<file path="src/hdl/ffha_pkg.sv">
package ffha_pkg;

  // Fixed field widths of the request and result items
  localparam int SZ_W   = 13;
  localparam int ADDR_W = 13;

  // One block header as kept in the header memory
  typedef struct packed {
    logic            is_free;
    logic            is_end;
    logic [SZ_W-1:0] size;
  } hdr_t;

  localparam int HDR_W = $bits(hdr_t);

  typedef enum logic [0:0] {
    ALU_ADD,
    ALU_SUB
  } alu_op_t;

  typedef enum logic [4:0] {
    S_CLR,
    S_IDLE,
    S_NEED,
    S_HDR,
    S_BND,
    S_FIT,
    S_SPL,
    S_USE,
    S_PAY,
    S_FCHK,
    S_FRNG,
    S_FHDR,
    S_FBND,
    S_FNX,
    S_FMRG,
    S_OUT
  } state_t;

  // Memory write request, steered by the sequencer
  typedef struct packed {
    logic en;
    hdr_t data;
  } mem_wr_t;

endpackage

</file>
<file path="src/hdl/ffha_alu.sv">
module ffha_alu #(
  parameter int W = 16
) (
  input  ffha_pkg::alu_op_t op,
  input  logic [W-1:0]      a,
  input  logic [W-1:0]      b,
  output logic [W-1:0]      res,
  output logic              borrow
);
  import ffha_pkg::*;

  // Operands stay below half the range, so the top bit flags a borrow
  always_comb begin
    unique case (op)
      ALU_ADD: res = a + b;
      ALU_SUB: res = a - b;
      default: res = a + b;
    endcase
    borrow = (op == ALU_SUB) && res[W-1];
  end

endmodule

</file>
<file path="config.mk">
export PLATFORM = sky130hd
export DESIGN_NAME = ffha_alu
export DESIGN_NICKNAME = d
export VERILOG_FILES = /design/src/hdl/ffha_pkg.sv /design/src/hdl/ffha_alu.sv
export SDC_FILE = /design/constraint.sdc
export NUM_CORES = 1
export LEC_CHECK = 0
export BUFFER_PORTS_ARGS = -buffer_cell sky130_fd_sc_hd__buf_2
export CORE_ASPECT_RATIO = 1.1
export CORE_UTILIZATION = 23
export DETAILED_ROUTE_END_ITERATION = 6
export SETUP_SLACK_MARGIN = 0.4
export SLEW_MARGIN = 30
export SYNTH_ARGS = -nofsm -noshare
export SYNTH_HDL_FRONTEND = slang
export SYNTH_SLANG_ARGS = --single-unit
</file>
<file path="constraint.sdc">
create_clock -name vclk -period 6.8
set_input_delay 0.68 -clock vclk [all_inputs]
set_output_delay 0.68 -clock vclk [all_outputs]
set_load 0.02 [all_outputs]
</file>
-- Yosys cells after proc, flatten, opt, wreduce, memory -nomap -nowiden
Index checks and enable logic that the tools add are counted.
- reductions and logical operators: 1
- bitwise gates (word level): 1
- add/sub/neg operators: 2
- multiplexer cells: 1
- operator list (operator ; number):
    $pmux W16 S2 ; 1
    $add A16 B16 Y16 ; 1
    $sub A16 B16 Y16 ; 1
    $logic_and A1 B1 Y1 ; 1
    $not A1 Y1 ; 1
- bits in registers: 0
- output and inout bits: 17
- word-level logic and storage cells: 5
- bits of input ports: 33

-- Depth between registers and ports, before layout
Gate-level depths: netlist of the first run.
- depth after elaboration: 3
- mapped depth: 14
- depth with buffers taken out: 14

-- Least setup slack after synthesis of the first run
OpenSTA, ideal clock, no wires.
- path type: input-to-output
- from: in b[5]
- to: out res[15]
- data arrival time: 3202 ps
- stages: 12
- slack: 2918 ps
- path through: nor4_2 -> nand2_1 -> nor4_1 -> nor2_1 -> xnor2_1 -> ha_1 -> a21oi_1 -> o21ai_0 -> a221oi_1 -> o21ai_1 -> xnor2_1 -> xnor2_1
- longest elaborated chain between the ends: 2
- elaborated cells between the ends (all ways): 3
- classes of those cells: add/sub: 2; mux: 1
- ends and longest elaborated chain (what ; RTL line ; RTL):
    from (decl) ; ffha_alu.sv:6 ; input logic [W-1:0] b,
    $sub A16 B16 Y16 / $add A16 B16 Y16 (equally long branches) ; - ;
    $pmux W16 S2 * ; ffha_alu.sv:14 ; unique case (op)
    to (decl) ; ffha_alu.sv:7 ; output logic [W-1:0] res,
Mark *: on every way between the ends. The rest lies on a longest branch, timed or not.

-- Final worst setup path of the first run
Same ends and word-level chain as after synthesis.

==> impl_metrics.ini, run 1 <==
[outcome]
status = complete, no violations

[setup_path]
worst_ep_required_time_ns = 6.12
cp.arrival_ns = 3.67
path_class = in2out
path_max_fanout = 5
critPathCaptureType = output port
cp-start-kind = primary input

[synth]
synth.distinct_cells = 31
yosys_warnings = 0
yosysTopAreaCell = xnor2_1
syn_avg_cell_area_um2 = 7.12
netlist_instances = 138
synth_area_um2 = 982
ys_seq_area_share_pct = 0
synth_top_area_share_pct = 21.4
synth_top_cells_by_area = xnor2_1 (21%), ha_1 (20%), a21oi_1 (9.7%)
synth_nets = 188

[sta]
min_period_over_period_pct = 64.0
slew_violations = 0
period_minus_slack_ns = 4.35
hold_violations = 0
max_freq_mhz = 230
finalSetupViolCount = 0
max_slew_margin_pct = 61.8
grt_setup_unrepaired = false
tns_ns = 0
tightest_slew_ns = 0.569

[grt]
track_usage_pct = 10.9
use_met3_pct = 0.645
grt_use_met1_pct = 13.8
grt_pass1_vias = 1032
met2_usage_pct = 21.1
antenna_found_initial = 0
grt_first_pass_wirelength_um = 4190
overflow = 0
grt_max_degree = 17
grt.busiest_layer = met2

[pwr]
vdd_drop_max_uv = 56.9
powerDensity_mw_per_mm2 = 155
power_leakage_nw = 0.620

[drt]
drt_iter0_drc = 30
ant_nets = 0
drt_pass1_iterations = 4
vias = 1115
routed_wl_um = 2490
via_per_inst = 4.68
wl_per_cell_um = 10.4
drc = 0

[cells_and_area]
drive_above_1_share_pct = 29.0
layout_common_cells = buf_2 (50), xnor2_1 (24), a21oi_1 (19)
nets = 238
multi_input_area_um2 = 937
final_cell_area_mm2 = 0.00129
clock_buffers = 0
syn_to_final_growth_pct = 31.3
seq_area_um2 = 0
final_common_cell = buf_2
fillCellCount = 463
seq_cell_count = 0
diodes = 0

[floorplanning]
design.core.area_mm2 = 0.00402
io_pins = 50
start_util_pct = 24.4
num_rows = 24
die-area_mm2 = 0.00454
die_y_um = 70.5
die_x_um = 64.3

[flow_run]
drv_cap = 0

[clock_network]
postCtsHoldBufs = 0
post_cts_buffers = 0
cts_resized = 0

[place]
port_buffers = 50
hpwl_um = 2250
gp_congestion = 0.851
placed_area_mm2 = 0.00129

[worst_hold_path]
hold_class = in2out
hold_depth = 4
==> cell families after synthesis <==
logic type,Yosys count,synth area share [%]
buffers and inverters,12,4.59
AND/OR/NAND/NOR,35,17.8
adder cells (fa/ha/maj),17,22.4
multiplexers,1,1.02
AO/OA/AOI/OAI,45,29.2
XOR/XNOR,28,25.0
==> stage by stage <==
| stage | std cells | worst slack [ns] | util [%] | power (mW) | hold WS [ns] |
|---|---|---|---|---|---|
| 2_1_floorplan | 138 | 2.92 | - | 0.143 | 1.54 |
| 3_3_place_gp | 238 | 2.59 | 32.1 | 0.201 | 1.74 |
| 3_5_place_dp | 238 | 2.45 | 32.1 | 0.202 | 1.75 |
| 4_1_cts | 238 | 2.43 | 32.1 | 0.202 | 1.75 |
| 5_1_grt | 238 | 2.05 | 32.1 | 0.221 | 1.77 |
| 6_report | 238 | 2.45 | 32.1 | 0.200 | 1.74 |
==> path summary, 6_finish.rpt <==
check                 from       to  slack, ns
worst max-delay path  b[5]  res[15]       2.45
worst min-delay path  b[0]   res[0]       1.74
==> metal layers <==
layer | part of all wire (%) | wire, um
met1 | 45 | 1130
met2 | 51 | 1270
met3 | 3.5 | 88
met4 | 0 | 0
met5 | 0 | 0
==> cell usage after synthesis (all sizes together) <==
master and n:
a211oi 2, a21o 4, a21oi 20, a221oi 1
a31oi 3, a41oi 1, and2 1, and3 1
and4b 1, clkbuf 2, fa 1, ha 16
inv 10, mux2i 1, nand2 8, nand2b 1
nand3 2, nor2 11, nor2b 2, nor3 4
nor4 3, o21a 2, o21ai 8, o21bai 3
o41ai 1, or2b 1, xnor2 24, xor2 4
==> critical path, cell delays in order <==
cell and delay, ns:
buf_2 0.12, nor4_2 0.42, nand2_1 0.12, nor4_1 0.35, nor2_1 0.10, xnor2_1 0.15
ha_1 0.35, a21oi_1 0.24, o21ai_0 0.14, a221oi_1 0.29, o21ai_1 0.13, xnor2_1 0.24
xnor2_1 0.15, buf_2 0.18
==> final cells by class <==
type                            instances  share of cell area [%]
Inverter                               10                    2.91
Timing Repair Buffer                   50                    19.4
Tap cell                               52                    5.04
Multi-Input combinational cell        126                    72.6
==> report_power, final <==
group / total (mW) / leakage (nW) / internal [mW] / switching, mW
clock network: 0 / 0 / 0 / 0
registers: 0 / 0 / 0 / 0
logic: 0.200 / 0.620 / 0.0804 / 0.120
total: 0.200 / 0.620 / 0.0804 / 0.120
(Power assumes the default switching activity.)
==> inputs of run 2 (changes only) <==
clock period = 3.55 ns   (was 6.8 ns; I/O delays follow)
==> impl_metrics.ini, run 2 (synthesis gave the netlist of run 1 again) <==
[drt]
via_per_inst = 4.77
drc = 0
wl_per_cell_um = 11.3
routed_wl_um = 2920
drt_iter0_drc = 18
ant_nets = 0
vias = 1227
drt_pass1_iterations = 4

[sta]
max_slew_margin_pct = 67.6
hold_violations = 0
tightest_slew_ns = 0.483
slew_violations = 0
period_minus_slack_ns = 3.29
finalSetupViolCount = 0
tns_ns = 0
grt_setup_unrepaired = true
min_period_over_period_pct = 92.7
max_freq_mhz = 304

[cells_and_area]
seq_area_um2 = 0
diodes = 0
final_common_cell = buf_2
syn_to_final_growth_pct = 62.9
fillCellCount = 451
final_util_pct = 39.8
clock_buffers = 0
nets = 257
drive_above_1_share_pct = 46.3
final_cell_area_mm2 = 0.00160
layout_common_cells = buf_2 (40), buf_4 (24), xnor2_1 (22)
fin_cells = 257
seq_cell_count = 0

[grt]
grt_max_degree = 17
grt_first_pass_wirelength_um = 4530
track_usage_pct = 11.8
antenna_found_initial = 0
overflow = 0
grt_pass1_vias = 1095

[setup_path]
path_max_fanout = 4
cp.arrival_ns = 2.94
worst_ep_required_time_ns = 3.19
critical-path-slowest-cell = ha_1
path_cells = buf_8 -> nor4_4 -> nand2_2 -> nor4_4 -> buf_4 -> a21oi_1 -> xnor2_1 -> ha_1 -> inv_1 -> nor3_2 -> a221oi_2 -> o21ai_2 -> xnor2_2 -> xnor2_2 -> buf_4
path_class = in2out
cp-start-kind = primary input
critPathCaptureType = output port
cp_top_family = simple AND/OR/NAND/NOR gates
path_buf_inv = 4
crit_path_max_incr_delay_ns = 0.33

[pwr]
power.total_mw = 0.475
vdd_drop_max_uv = 133
powerDensity_mw_per_mm2 = 297
power_leakage_nw = 0.757

[worst_hold_path]
hold_class = in2out

[place]
hpwl_um = 2300
placed_area_mm2 = 0.00135
dp.cells = 244
gp_congestion = 0.839
port_buffers = 50

[floorplanning]
start_util_pct = 24.4
die-area_mm2 = 0.00454
num_rows = 24
design.core.area_mm2 = 0.00402
die_y_um = 70.5
die_x_um = 64.3
io_pins = 50

[outcome]
status = complete, no violations

[flow_run]
drv_cap = 0
==> run 2: cell count changes in the layout (fill, tap and decap cells not counted), moves of 3 or more <==
cell | previous run | this run
inv_2 | 0 | 3
buf_4 | 0 | 24
inv_1 | 10 | 7
a21oi_1 | 19 | 16
buf_6 | 0 | 4
a21oi_2 | 1 | 4
buf_2 | 50 | 40
==> run 2: final timing paths <==
check / startpoint / to / slack (ns) / cells past startpoint
hold / removal: b[0] / res[0] / 1.08 / 4
setup / recovery: b[4] / res[15] / 0.26 / 15
==> run 2: layer usage <==
metal  up-vias  part of all wire, %  GRT usage, %
met5         -                    0             0
met4         0                  1.4          2.72
met3         4                  5.1         0.806
met2        41                   52          22.3
met1       554                   42          14.4
li1        628                    -             -
==> run 2: repair_timing <==
action,in CTS,in global routing
hold buffers,0,0
endpoints found under the setup margin,5,7
resized for setup,10,32
pin swaps,6,21
setup buffers,8,5
gates cloned,0,0
==> run 2: report_power, final <==
group | switching [mW] | total (mW) | internal [mW] | leakage (nW)
registers | 0 | 0 | 0 | 0
logic | 0.259 | 0.475 | 0.217 | 0.757
clock network | 0 | 0 | 0 | 0
total | 0.259 | 0.475 | 0.217 | 0.757
==> run 2: stage by stage <==
step / worst slack, ns / hold WS [ns]
final: 0.258 / 1.08
after global routing: 0.0961 / 1.11
after CTS: 0.324 / 1.11
after detailed placement: 0.0389 / 1.11
after global placement: 0.129 / 1.09
after floorplan: 0.352 / 0.892
==> run 2: final cells by class <==
| cell class | instances | area (um^2) | area share (%) |
|---|---|---|---|
| inverters | 10 | 37.5 | 2.35 |
| multi-input cells | 126 | 1060 | 66.1 |
| well taps | 52 | 65.1 | 4.07 |
| repair buffers | 69 | 440 | 27.5 |
==> inputs of run 3 (changes only) <==
CORE_ASPECT_RATIO = unset   (was 1.1)
==> impl_metrics.ini, run 3 (synthesis gave the netlist of run 1 again) <==
[sta]
finalSetupViolCount = 0
max_slew_margin_pct = 67.1
min_period_over_period_pct = 90.5
period_minus_slack_ns = 3.21
grt_setup_unrepaired = true
tns_ns = 0
tightest_slew_ns = 0.489
max_freq_mhz = 311
hold_violations = 0
slew_violations = 0
layout_setup_ws_ns = 0.337

[cells_and_area]
fillCellCount = 411
clock_buffers = 0
seq_cell_count = 0
diodes = 0
final_cell_area_mm2 = 0.00166
syn_to_final_growth_pct = 69.3
layout_common_cells = buf_2 (42), buf_4 (25), xnor2_1 (20)
nets = 260
final_common_cell = buf_2
drive_above_1_share_pct = 50.5
seq_area_um2 = 0

[floorplanning]
design.core.area_mm2 = 0.00406
die_x_um = 67.4
die-area_mm2 = 0.00454
start_util_pct = 24.2
die_y_um = 67.4
num_rows = 23
io_pins = 50

[clock_network]
postCtsHoldBufs = 0

[flow_run]
drv_cap = 0

[setup_path]
path_depth = 16
cp.arrival_ns = 2.86
path_buf_inv = 4
path_cells = buf_8 -> nor4_4 -> buf_4 -> nand2_4 -> nor4_4 -> nor2_1 -> xnor2_1 -> ha_1 -> a21oi_2 -> o21ai_2 -> a221oi_2 -> o21ai_2 -> xnor2_2 -> buf_4 -> nor2b_4 -> buf_6
critPathCaptureType = output port
path_max_fanout = 4
path_class = in2out
worst_ep_required_time_ns = 3.19
critical-path-slowest-cell = ha_1
crit_path_max_incr_delay_ns = 0.35
cp_top_family = compound AO/OA/AOI/OAI gates
crit_path_end = borrow
crit_start = b[6]
cp-start-kind = primary input

[grt]
grt_first_pass_wirelength_um = 4440
grt_pass1_vias = 1072
track_usage_pct = 12.1
overflow = 0
met2_usage_pct = 23.5
use_met3_pct = 1.35
grt_max_degree = 17
antenna_found_initial = 0
grt_use_met1_pct = 14.9
grt.busiest_layer = met2

[place]
placed_area_mm2 = 0.00138
pre_cts_slack_ns = 0.0416
hpwl_um = 2320
port_buffers = 50
gp_congestion = 0.807

[drt]
routed_wl_um = 2890
wl_per_cell_um = 11.2
vias = 1200
drt_iter0_drc = 11
drc = 0
via_per_inst = 4.65
drt_pass1_iterations = 4
ant_nets = 0

[pwr]
powerDensity_mw_per_mm2 = 290
vdd_drop_max_uv = 123
power_leakage_nw = 0.799

[worst_hold_path]
hold_class = in2out

[outcome]
status = complete, no violations
run 3: cell count changes in the layout (fill, tap and decap cells not counted), moves of 2 or more:
cell,delta
nor3_2,-2
xnor2_2,+2
xnor2_1,-2
buf_2,+2
a21oi_1,-4
a21oi_2,+4
run 3: through the flow:
stage / util (%) / hold WS, ns / instances / total power, mW
after global placement: 34.0 / 1.09 / 247 / 0.406
final: 41.0 / 1.11 / 258 / 0.482
after global routing: 41.0 / 1.13 / 258 / 0.523
after CTS: 37.7 / 1.09 / 253 / 0.447
after floorplan: - / 0.892 / 138 / 0.277
after detailed placement: 34.0 / 1.09 / 247 / 0.407
run 3: layer usage:
| layer | share of wire [%] | up-vias |
|---|---|---|
| met2 | 48 | 31 |
| met1 | 46 | 533 |
| met4 | 0 | 0 |
| met3 | 6.3 | 0 |
| met5 | 0 | - |
| li1 | - | 636 |
run 3: worst min-delay path by stage:
stage / slack, ns / from / end / cells after the start
final: 1.11 / b[0] / res[0] / 4
after global routing: 1.13 / b[0] / res[0] / 4
after CTS: 1.09 / b[0] / res[0] / 4
after detailed placement: 1.09 / b[0] / res[0] / 4
after global placement: 1.09 / b[0] / res[0] / 4
after floorplan: 0.89 / b[0] / res[0] / 2
run 3: area by class of cell:
class / instances / area (um^2) / area share [%]
inverters: 10 / 37.5 / 2.26
repair buffers: 72 / 458 / 27.5
well taps: 50 / 62.6 / 3.76
multi-input cells: 126 / 1100 / 66.4
run 3: report_power, final:
group | internal (mW) | switching, mW | leakage, nW
registers | 0 | 0 | 0
clock network | 0 | 0 | 0
logic | 0.223 | 0.260 | 0.799
run 3: timing repair:
action,CTS,global route
gates resized for setup,24,25
setup buffers,6,5
setup endpoints to repair,5,7
pin swaps,18,22
